===== src/hlfr_pkg.sv =====
`timescale 1ns / 1ps
`default_nettype none
package hlfr_pkg;

  localparam int BYTE_W = 8;
  localparam int CFG_DATA_W = 9;
  localparam int CFG_IDX_W = 2;

  localparam int LENGTH_LIMIT_DEF = 50;

  localparam logic [BYTE_W-1:0] FIRST_HEADER_RST = 8'hAA;
  localparam logic [BYTE_W-1:0] SECOND_HEADER_RST = 8'hAF;
  localparam logic [CFG_DATA_W-1:0] FUNCTION_LIMIT_RST = 9'h0F1;

  localparam logic [CFG_IDX_W-1:0] CFG_FIRST_HEADER = 2'd0;
  localparam logic [CFG_IDX_W-1:0] CFG_SECOND_HEADER = 2'd1;
  localparam logic [CFG_IDX_W-1:0] CFG_FUNCTION_LIMIT = 2'd2;

  typedef enum logic [7:0] {
    ST_HUNT        = 8'b0000_0001,
    ST_SECOND      = 8'b0000_0010,
    ST_FUNC        = 8'b0000_0100,
    ST_LEN         = 8'b0000_1000,
    ST_PAYLOAD     = 8'b0001_0000,
    ST_CHECK       = 8'b0010_0000,
    ST_REPLAY_RD   = 8'b0100_0000,
    ST_REPLAY_WAIT = 8'b1000_0000
  } state_t;

  typedef struct packed {
    logic store;
    logic store_first;
    logic load_len;
    logic dec_rem;
    logic rd_start;
    logic rd_issue;
    logic out_load;
  } cmd_t;

  typedef struct packed {
    logic is_first;
    logic is_second;
    logic func_ok;
    logic len_ok;
    logic rem_zero;
    logic rem_one;
    logic rd_last;
    logic out_free;
  } status_t;

endpackage
`default_nettype wire


===== src/header_length_frame_receiver.sv =====
// Framed byte receiver with a two-byte header and a length byte.
// The input channel (in_valid, in_ready, in_rx_byte) takes one received byte
// per word. The block hunts for the two header bytes, a function byte below
// the configured limit, a length byte below LENGTH_LIMIT, the payload bytes
// and a trailing check byte, storing each one in a frame store memory.
// Any byte that breaks the frame is dropped and hunting starts again.
// While receiving, in_ready stays high.
// After the check byte the stored frame is replayed on the output channel
// (out_valid, out_ready, out_frame_byte, out_frame_last), header first, with
// out_frame_last set on the check byte. Each word is read from the
// registered read port of the frame store in ST_REPLAY_RD and loaded into
// the output register in ST_REPLAY_WAIT before the next word is read.
// in_ready is low during the replay.
// When the receiver stalls, the output register holds its word and the
// replay waits; the next byte is taken while the last word still waits.
// The configuration port (cfg_wr_en, cfg_index, cfg_wdata) sets the two
// header values and the function limit, and should be written only when idle.
// Synchronous reset restores the default header values and limit and
// returns the block to hunting with the output channel empty.
`timescale 1ns / 1ps
`default_nettype none
module header_length_frame_receiver
  import hlfr_pkg::*;
#(
  parameter int LENGTH_LIMIT = LENGTH_LIMIT_DEF
) (
  input  wire logic                  clk,
  input  wire logic                  rst_n,
  input  wire logic                  cfg_wr_en,
  input  wire logic [CFG_IDX_W-1:0]  cfg_index,
  input  wire logic [CFG_DATA_W-1:0] cfg_wdata,
  input  wire logic                  in_valid,
  output logic                       in_ready,
  input  wire logic [BYTE_W-1:0]     in_rx_byte,
  output logic                       out_valid,
  input  wire logic                  out_ready,
  output logic      [BYTE_W-1:0]     out_frame_byte,
  output logic                       out_frame_last
);

  cmd_t    cmd;
  status_t status;

  hlfr_ctrl u_ctrl (
    .clk      (clk),
    .rst_n    (rst_n),
    .in_valid (in_valid),
    .in_ready (in_ready),
    .status   (status),
    .cmd      (cmd)
  );

  hlfr_dp #(
    .LENGTH_LIMIT (LENGTH_LIMIT)
  ) u_dp (
    .clk            (clk),
    .rst_n          (rst_n),
    .cfg_wr_en      (cfg_wr_en),
    .cfg_index      (cfg_index),
    .cfg_wdata      (cfg_wdata),
    .in_rx_byte     (in_rx_byte),
    .out_ready      (out_ready),
    .out_valid      (out_valid),
    .out_frame_byte (out_frame_byte),
    .out_frame_last (out_frame_last),
    .cmd            (cmd),
    .status         (status)
  );

endmodule
`default_nettype wire


===== src/hlfr_ram.sv =====
`timescale 1ns / 1ps
`default_nettype none
module hlfr_ram #(
  parameter int WIDTH = 8,
  parameter int DEPTH = 54
) (
  input  wire logic                     clk,
  input  wire logic                     wr_en,
  input  wire logic [$clog2(DEPTH)-1:0] wr_addr,
  input  wire logic [WIDTH-1:0]         wr_data,
  input  wire logic                     rd_en,
  input  wire logic [$clog2(DEPTH)-1:0] rd_addr,
  output logic      [WIDTH-1:0]         rd_data
);

  logic [WIDTH-1:0] mem_r [DEPTH];
  logic [WIDTH-1:0] rd_data_r;

  always_ff @(posedge clk) begin
    if (wr_en) begin
      mem_r[wr_addr] <= wr_data;
    end
    if (rd_en) begin
      rd_data_r <= mem_r[rd_addr];
    end
  end

  assign rd_data = rd_data_r;

endmodule
`default_nettype wire


===== src/hlfr_ctrl.sv =====
`timescale 1ns / 1ps
`default_nettype none
module hlfr_ctrl
  import hlfr_pkg::*;
(
  input  wire logic    clk,
  input  wire logic    rst_n,
  input  wire logic    in_valid,
  output logic         in_ready,
  input  wire status_t status,
  output cmd_t         cmd
);

  state_t state_r;
  state_t state_nxt;
  logic   rx_state;
  logic   fire;

  always_comb begin
    state_nxt = state_r;
    cmd = '0;
    rx_state = 1'b0;
    fire = 1'b0;
    case (state_r)
      ST_HUNT: begin
        rx_state = 1'b1;
        fire = in_valid;
        if (fire && status.is_first) begin
          cmd.store = 1'b1;
          cmd.store_first = 1'b1;
          state_nxt = ST_SECOND;
        end
      end
      ST_SECOND: begin
        rx_state = 1'b1;
        fire = in_valid;
        if (fire) begin
          if (status.is_second) begin
            cmd.store = 1'b1;
            state_nxt = ST_FUNC;
          end else begin
            state_nxt = ST_HUNT;
          end
        end
      end
      ST_FUNC: begin
        rx_state = 1'b1;
        fire = in_valid;
        if (fire) begin
          if (status.func_ok) begin
            cmd.store = 1'b1;
            state_nxt = ST_LEN;
          end else begin
            state_nxt = ST_HUNT;
          end
        end
      end
      ST_LEN: begin
        rx_state = 1'b1;
        fire = in_valid;
        if (fire) begin
          if (status.len_ok) begin
            cmd.store = 1'b1;
            cmd.load_len = 1'b1;
            state_nxt = ST_PAYLOAD;
          end else begin
            state_nxt = ST_HUNT;
          end
        end
      end
      ST_PAYLOAD: begin
        rx_state = 1'b1;
        fire = in_valid;
        if (fire) begin
          if (status.rem_zero) begin
            state_nxt = ST_HUNT;
          end else begin
            cmd.store = 1'b1;
            cmd.dec_rem = 1'b1;
            if (status.rem_one) begin
              state_nxt = ST_CHECK;
            end
          end
        end
      end
      ST_CHECK: begin
        rx_state = 1'b1;
        fire = in_valid;
        if (fire) begin
          cmd.store = 1'b1;
          cmd.rd_start = 1'b1;
          state_nxt = ST_REPLAY_RD;
        end
      end
      ST_REPLAY_RD: begin
        cmd.rd_issue = 1'b1;
        state_nxt = ST_REPLAY_WAIT;
      end
      ST_REPLAY_WAIT: begin
        if (status.out_free) begin
          cmd.out_load = 1'b1;
          state_nxt = status.rd_last ? ST_HUNT : ST_REPLAY_RD;
        end
      end
      default: begin
        state_nxt = ST_HUNT;
      end
    endcase
  end

  assign in_ready = rx_state;

  always_ff @(posedge clk) begin
    if (!rst_n) begin
      state_r <= ST_HUNT;
    end else begin
      state_r <= state_nxt;
    end
  end

endmodule
`default_nettype wire


===== src/hlfr_dp.sv =====
`timescale 1ns / 1ps
`default_nettype none
module hlfr_dp
  import hlfr_pkg::*;
#(
  parameter int LENGTH_LIMIT = LENGTH_LIMIT_DEF
) (
  input  wire logic                  clk,
  input  wire logic                  rst_n,
  input  wire logic                  cfg_wr_en,
  input  wire logic [CFG_IDX_W-1:0]  cfg_index,
  input  wire logic [CFG_DATA_W-1:0] cfg_wdata,
  input  wire logic [BYTE_W-1:0]     in_rx_byte,
  input  wire logic                  out_ready,
  output logic                       out_valid,
  output logic      [BYTE_W-1:0]     out_frame_byte,
  output logic                       out_frame_last,
  input  wire cmd_t                  cmd,
  output status_t                    status
);

  localparam int DEPTH = LENGTH_LIMIT + 4;
  localparam int AW = $clog2(DEPTH);
  localparam int PTR_W = $clog2(DEPTH + 1);
  localparam int CNT_W = $clog2(LENGTH_LIMIT);

  logic [BYTE_W-1:0]     first_header_r, first_header_nxt;
  logic [BYTE_W-1:0]     second_header_r, second_header_nxt;
  logic [CFG_DATA_W-1:0] function_limit_r, function_limit_nxt;
  logic [CNT_W-1:0]      bytes_rem_r, bytes_rem_nxt;
  logic [PTR_W-1:0]      wr_ptr_r, wr_ptr_nxt;
  logic [AW-1:0]         rd_idx_r, rd_idx_nxt;
  logic                  out_valid_r, out_valid_nxt;
  logic [BYTE_W-1:0]     out_byte_r;
  logic                  out_last_r;
  logic [AW-1:0]         wr_addr;
  logic [BYTE_W-1:0]     ram_rdata;

  always_comb begin
    first_header_nxt = first_header_r;
    second_header_nxt = second_header_r;
    function_limit_nxt = function_limit_r;
    if (cfg_wr_en) begin
      case (cfg_index)
        CFG_FIRST_HEADER:   first_header_nxt = cfg_wdata[BYTE_W-1:0];
        CFG_SECOND_HEADER:  second_header_nxt = cfg_wdata[BYTE_W-1:0];
        CFG_FUNCTION_LIMIT: function_limit_nxt = cfg_wdata;
        default: begin
        end
      endcase
    end
  end

  assign wr_addr = cmd.store_first ? '0 : wr_ptr_r[AW-1:0];

  always_comb begin
    wr_ptr_nxt = wr_ptr_r;
    if (cmd.store) begin
      wr_ptr_nxt = PTR_W'(wr_addr) + PTR_W'(1);
    end
    bytes_rem_nxt = bytes_rem_r;
    if (cmd.load_len) begin
      bytes_rem_nxt = in_rx_byte[CNT_W-1:0];
    end else if (cmd.dec_rem) begin
      bytes_rem_nxt = bytes_rem_r - CNT_W'(1);
    end
    rd_idx_nxt = rd_idx_r;
    if (cmd.rd_start) begin
      rd_idx_nxt = '0;
    end else if (cmd.out_load && !status.rd_last) begin
      rd_idx_nxt = rd_idx_r + AW'(1);
    end
    out_valid_nxt = out_valid_r;
    if (cmd.out_load) begin
      out_valid_nxt = 1'b1;
    end else if (out_ready) begin
      out_valid_nxt = 1'b0;
    end
  end

  always_comb begin
    status.is_first = (in_rx_byte == first_header_r);
    status.is_second = (in_rx_byte == second_header_r);
    status.func_ok = ({1'b0, in_rx_byte} < function_limit_r);
    status.len_ok = ({1'b0, in_rx_byte} < 9'(LENGTH_LIMIT));
    status.rem_zero = (bytes_rem_r == '0);
    status.rem_one = (bytes_rem_r == CNT_W'(1));
    status.rd_last = ((PTR_W'(rd_idx_r) + PTR_W'(1)) == wr_ptr_r);
    status.out_free = !out_valid_r || out_ready;
  end

  hlfr_ram #(
    .WIDTH (BYTE_W),
    .DEPTH (DEPTH)
  ) u_store (
    .clk     (clk),
    .wr_en   (cmd.store),
    .wr_addr (wr_addr),
    .wr_data (in_rx_byte),
    .rd_en   (cmd.rd_issue),
    .rd_addr (rd_idx_r),
    .rd_data (ram_rdata)
  );

  always_ff @(posedge clk) begin
    if (!rst_n) begin
      first_header_r <= FIRST_HEADER_RST;
      second_header_r <= SECOND_HEADER_RST;
      function_limit_r <= FUNCTION_LIMIT_RST;
      bytes_rem_r <= '0;
      wr_ptr_r <= '0;
      rd_idx_r <= '0;
      out_valid_r <= 1'b0;
    end else begin
      first_header_r <= first_header_nxt;
      second_header_r <= second_header_nxt;
      function_limit_r <= function_limit_nxt;
      bytes_rem_r <= bytes_rem_nxt;
      wr_ptr_r <= wr_ptr_nxt;
      rd_idx_r <= rd_idx_nxt;
      out_valid_r <= out_valid_nxt;
    end
  end

  always_ff @(posedge clk) begin
    if (cmd.out_load) begin
      out_byte_r <= ram_rdata;
      out_last_r <= status.rd_last;
    end
  end

  assign out_valid = out_valid_r;
  assign out_frame_byte = out_byte_r;
  assign out_frame_last = out_last_r;

endmodule
`default_nettype wire


===== config.mk =====
export PLATFORM = sky130hd
export DESIGN_NAME = header_length_frame_receiver
export DESIGN_NICKNAME = d
export VERILOG_FILES = /design/src/hlfr_pkg.sv /design/src/header_length_frame_receiver.sv /design/src/hlfr_ram.sv /design/src/hlfr_ctrl.sv /design/src/hlfr_dp.sv
export SDC_FILE = /design/constraint.sdc
export NUM_CORES = 1
export LEC_CHECK = 0
export BUFFER_PORTS_ARGS = -buffer_cell sky130_fd_sc_hd__buf_2
export CAP_MARGIN = 20
export CORE_UTILIZATION = 55
export CTS_BUF_LIST = sky130_fd_sc_hd__clkbuf_16
export DETAILED_ROUTE_END_ITERATION = 8
export PLACE_DENSITY = 0.71
export SYNTH_ARGS = -nofsm -noshare
export SYNTH_HDL_FRONTEND = slang
export SYNTH_SLANG_ARGS = --single-unit

===== constraint.sdc =====
create_clock -name clk -period 5.7 [get_ports clk]
set_input_delay 0.57 -clock clk [delete_from_list [all_inputs] [get_ports clk]]
set_output_delay 0.57 -clock clk [all_outputs]
set_load 0.02 [all_outputs]

# Word level (Yosys, flattened, before mapping)
# Memories as Yosys holds them, arrays and structs flattened. A register that Yosys moved wholly into a read port is not among the register bits.
# Cells that the tools add are included.
word_totals:
  ram_bits: 432
  latchBits: 0
  mem_bits_ro: 0
  regBits: 61
  n_memories: 1
  output_inout_bits: 11
  in_bits: 24
  word_cells: 94
classes:
  addsub: 3
  shifts: 0
  magnitude_cmp: 2
  reduce_logical: 15
  eq_ne: 22
  multipliers: 0
  n_mux: 40
  div_mod_pow: 0
  bitwise: 1
memory_table:
  columns: ["name", "words", "width", "rd", "rd_ports_with_merged_regs", "wr", "line", "source"]
  rows:
  - ["u_dp.u_store.mem_r", 54, 8, 1, 1, 1, "hlfr_ram.sv:16", "logic [WIDTH-1:0] mem_r [DEPTH];"]
ops:
  columns: ["op", "n"]
  rows:
  - ["$mux 8", 9]
  - ["$pmux 8 s8", 1]
  - ["$mux 1", 21]
  - ["$mux 6", 3]
  - ["$eq 8x8->1", 2]
  - ["$add 6x1->6 const B", 2]
  - ["$ne 2x2->1 const B", 6]
  - ["$lt 8x9->1", 1]
  - ["$eq 8x1->1 const B", 1]
  - ["$eq 8x2->1 const B", 1]
  - ["$eq 8x3->1 const B", 1]
  - ["$eq 8x4->1 const B", 1]
  - ["$eq 8x5->1 const B", 1]
  - ["$eq 8x6->1 const B", 1]
  - ["$eq 8x7->1 const B", 1]
  - ["$eq 8x8->1 const B", 1]
  - ["$lt 8x6->1 const B", 1]
  - ["$reduce_and 8->1", 1]
  - ["$mux 7", 1]
  - ["$eq 6x1->1 const B", 1]
  - ["$eq 6x6->1", 1]
  - ["$logic_not 6->1", 1]
  - ["$pmux 1 s6", 1]
  - ["$reduce_and 2->1", 3]
  - ["17 further kinds", 20]

# Depth between registers and ports, before layout
depth:
  ltp_word: 6
  ltp_mapped: 9
  mapped_depth_nobuf: 8

# Modules after synthesis
# From an unflattened synthesis, not the netlist that was laid out.
hier_totals:
  hier_cells: 1356
  hier_area_um2: 21025.2
modules_own_cells:
  columns: ["module", "cells_each", "area_per_inst_um2", "instances", "seq_area_each_um2"]
  rows:
  - ["hlfr_ram", 954, 17583.1, 1, 13212.7]
  - ["hlfr_dp", 312, 2760.1, 1, 1151.1]
  - ["hlfr_ctrl", 90, 681.9, 1, 160.2]

# Least setup slack after synthesis
# OpenSTA, ideal clock, no wires.
synth_timing:
  kind: "in2reg"
  from: "input port in_rx_byte[2]"
  to: "memory u_dp.u_store.mem_r[30][0] (enable)"
  required_ns: 5.315
  arrival_ns: 2.673
  slack_ns: 2.642
  path_buffers: 1
  setup_ns: 0.385
  cell_stages: 8
  path_cell_list: "ha_1 > a211o_1 > a31oi_1 > o21a_1 > a221o_1 > buf_4 > nand4_1 > nor3b_1"
synth_between:
  elab_chain_cells: 6
  word_cells_on_any_way: 17
  classes_between: "order compare (2); eq/ne (2); mux (12); reduce/logical (1)"
synth_lines:
  columns: ["element", "line", "source"]
  rows:
  - ["start: declaration", "header_length_frame_receiver.sv:34", "input wire logic [BYTE_W-1:0] in_rx_byte,"]
  - ["$lt 8x9->1, or another cell as far along", "hlfr_dp.sv:84", "status.func_ok = ({1'b0, in_rx_byte} < function_limit_r);"]
  - ["$mux 1, or another cell as far along", "hlfr_ctrl.sv:50", "if (status.func_ok) begin"]
  - ["$mux 1, or another cell as far along", "hlfr_ctrl.sv:49", "if (fire) begin"]
  - ["$pmux 1 s6", "hlfr_ctrl.sv:24", "case (state_r)"]
  - ["$mux 1", "hlfr_ram.sv:20", "if (wr_en) begin"]
  - ["$mux 1 (implied by the code)", "hlfr_ram.sv:21", "mem_r[wr_addr] <= wr_data;"]
  - ["end: declaration", "hlfr_ram.sv:16", null]
# Several ways; a longest one is shown, not always the timed one.

# Final worst setup path
layout_timing:
  from: "input port in_rx_byte[5]"
  to: "memory u_dp.u_store.mem_r[15][4] (enable)"
# Same word-level chain as after synthesis.

==> flow_summary.ini <==
[detailed_routing]
vias = 11100
top_layer = met4
wl_per_cell_um = 27.3
met2WireLength_mm = 22.3
drc = 0
ant_nets = 0
drt_pass1_iterations = 7
drt-total-wl_mm = 47.4
wl_met1_mm = 20.0
wl_met3_mm = 4.12
drtIter0Drc = 1350
routed_via_density = 6.43

[synth]
synth_top_flop_cell = edfxtp_1
synth_top_cell_area_share_pct = 65.9
synth_edf_count = 449
yosysMostFrequentCell = edfxtp_1
synthTopCellsByCount = 449 x edfxtp_1, 112 x mux4_2, 97 x nor2_1
async_flop_share_pct = 0
synth_seq_cells = 501
synth_seq_area_share_pct = 71.0
syn_inst = 1176
synth_nets = 1212
synth_cell_type_count = 69
synth_area_leaders = edfxtp_1 66%, mux4_2 12%, dfxtp_1 5.1%
syn_avg_cell_area_um2 = 17.4
netlist_area_mm2 = 0.0205
yosys_warnings = 0
synth.largest_area_cell = edfxtp_1

[die]
die_area_mm2 = 0.0380
num_rows = 70
ios = 35
fp.dieW_um = 195
die_h_um = 195
start_util_pct = 55.9
core_mm2 = 0.0366

[layout]
areaGrowthSynthToFinish_pct = 10.9
regArea_mm2 = 0.0145
drive_above_1_share_pct = 20.4
diodes = 0
multi_input_area_mm2 = 0.00563
nNetsFinal = 1263
fillers = 2555

[power]
p_switching_mw = 1.54
p_comb_share_pct = 3.5
ir_drop_v = 0.000204
powerDensity_mw_per_mm2 = 325
p_leak_nw = 7.11
pwr-share-clk_pct = 41.9
p_sw_share_pct = 20.9
pwr-share-seq_pct = 54.5
intPower_mw = 5.84
fin_total_pwr_mw = 7.39

[timing]
relSlewSlack_pct = 30.2
fin_skew_ns = 0.0136
layout_min_cycle_time_ns = 3.77
setup_tns_ns = 0
setup_ws_ns = 1.93
slew_viol_final = 0
hold_viol = 0
finalSetupViolCount = 0
rsz0062_at_grt = no
worstMarginPinSlew_ns = 1.05
fin_crit_sh_pct = 66.2
fmax_mhz = 265

[place]
finalWeightedCongestion = 0.833
dp_slack_ns = 1.33
io_buffers = 34
dp.final_hpwl_mm = 30.2

[setup_path]
rr_startpoint = u_ctrl.state_r[7]
path_class = input port to flip-flop
r2r_end = u_dp.u_store.mem_r[15][4]
cp_max_fo = 43
cp-start-kind = input port
r2r_slack_ns = 2.17
crit_arrival_ns = 3.96
worst_ep_required_time_ns = 5.88
end_kind = flip-flop
r2r_cells = 6

[cts]
cts_resized = 0
cts.clk_slew.worst_paths_ns = 0.06
cts_buffers = 48
post_cts_buffers = 0
cts.sinks = 501
clk_latency_ns = 0.56
ctsHoldBuffers = 0
cts_root_buf = clkbuf_16
clock_path_buffers = 3
htree_levels = 2
cts_tree = built

[run]
max-cap-violations = 0

[worst_hold_path]
hp-class = input port to flip-flop
min_to = u_dp.function_limit_r[8]
hold_depth = 3
hold_start = cfg_wdata[8]

[run_status]
status = complete, no violations

[grt]
antenna_found_initial = 1
grt_max_degree = 70
grt_pass1_vias = 10800
overflow = 0
grt.total_usage_pct = 25.5
grt_pass1_wl_mm = 70.9
==> how the worst max path moves through the flow <==
stage                             start                   endpoint  slack (ns)  cells after the start
final                     in_rx_byte[5]  u_dp.u_store.mem_r[15][4]        1.93                      8
after global routing      in_rx_byte[5]  u_dp.u_store.mem_r[15][7]        1.73                      8
after CTS                 in_rx_byte[5]  u_dp.u_store.mem_r[15][4]        1.94                      8
after detailed placement  in_rx_byte[5]  u_dp.u_store.mem_r[15][4]        1.33                      8
after global placement    in_rx_byte[5]  u_dp.u_store.mem_r[31][7]        1.49                      8
after floorplan           in_rx_byte[2]  u_dp.u_store.mem_r[30][0]        2.64                      8
==> critical path, stage by stage <==
cell	delay (ns)
buf_2	0.38
buf_4	0.54
xor2_1	0.14
nor4_1	0.36
and4_4	0.30
a221o_1	0.48
nand3_1	0.46
nor2_1	0.71
==> placed cells by master, fill, tap and decap left out, types with 4 or more instances in the layout <==
master,n
edfxtp_1,449
mux4_2,112
nor2_1,97
nand2_1,66
dfxtp_1,49
clkbuf_16,48
a21oi_1,45
mux2i_1,40
buf_2,34
inv_1,28
a211oi_1,27
nor2b_1,23
buf_4,23
nand3_1,19
xnor2_1,14
xor2_1,13
ha_1,12
clkinv_1,12
nand4_1,10
o22ai_1,10
o211ai_1,10
nand2b_1,7
o21ai_0,7
a31oi_1,7
nor3_1,7
and2_1,6
bufinv_16,5
clkinv_2,5
nor4_1,4
nor3b_1,4
or4_1,4
and4b_1,4
==> per-layer routing <==
layer / vias to the layer above / global-route usage (%)
met5: - / 0
met4: 0 / 6.04
met3: 78 / 4.15
met1: 5666 / 38.5
li1: 4810 / -
met2: 590 / 39.4
==> registers in the layout, summed over array words and instances, names as in the netlist, 8 cells and up <==
signal / flops
u_dp.out_frame_byte: 8
u_dp.second_header_r: 8
u_dp.u_store.rd_data: 8
u_dp.u_store.mem_r: 432
u_dp.first_header_r: 8
u_ctrl.state_r: 8
u_dp.function_limit_r: 9
==> per-stage QoR <==
stage	area (µm²)	hold slack (ns)	util (%)	cells
after floorplan	20500	0.400	-	1176
after global placement	21200	0.400	57.8	1645
after detailed placement	21200	0.405	57.8	1645
after CTS	22700	0.222	62.0	1734
after global routing	22700	0.263	62.0	1734
final	22700	0.245	62.0	1734
==> cells by family after synthesis <==
group | after synthesis | share of synthesized area (%)
fa+ha+maj | 12 | 0.734
simple gates | 275 | 6.94
compound gates | 134 | 4.32
mux | 153 | 14.3
buf+inv | 74 | 1.56
xor+xnor | 27 | 1.16
flops | 501 | 71.0
==> cell type report <==
type                            count  share of cell area [%]
Sequential cell                   501                    64.0
Multi-Input combinational cell    601                    24.8
Clock buffer                       48                    5.29
Tap cell                          468                    2.58
Timing Repair Buffer               58                    1.60
Clock inverter                     41                    1.47
Inverter                           17                   0.281
==> power groups by stage <==
stage                     sequential (mW)  combinational [mW]  clock [mW]
final                                4.03               0.261        3.10
after global routing                 4.03               0.280        3.26
after CTS                            4.03               0.260        3.14
after detailed placement             4.10               0.258           0
after global placement               4.10               0.256           0
after floorplan                      4.10               0.133           0
Power figures use the tool's default switching activity.
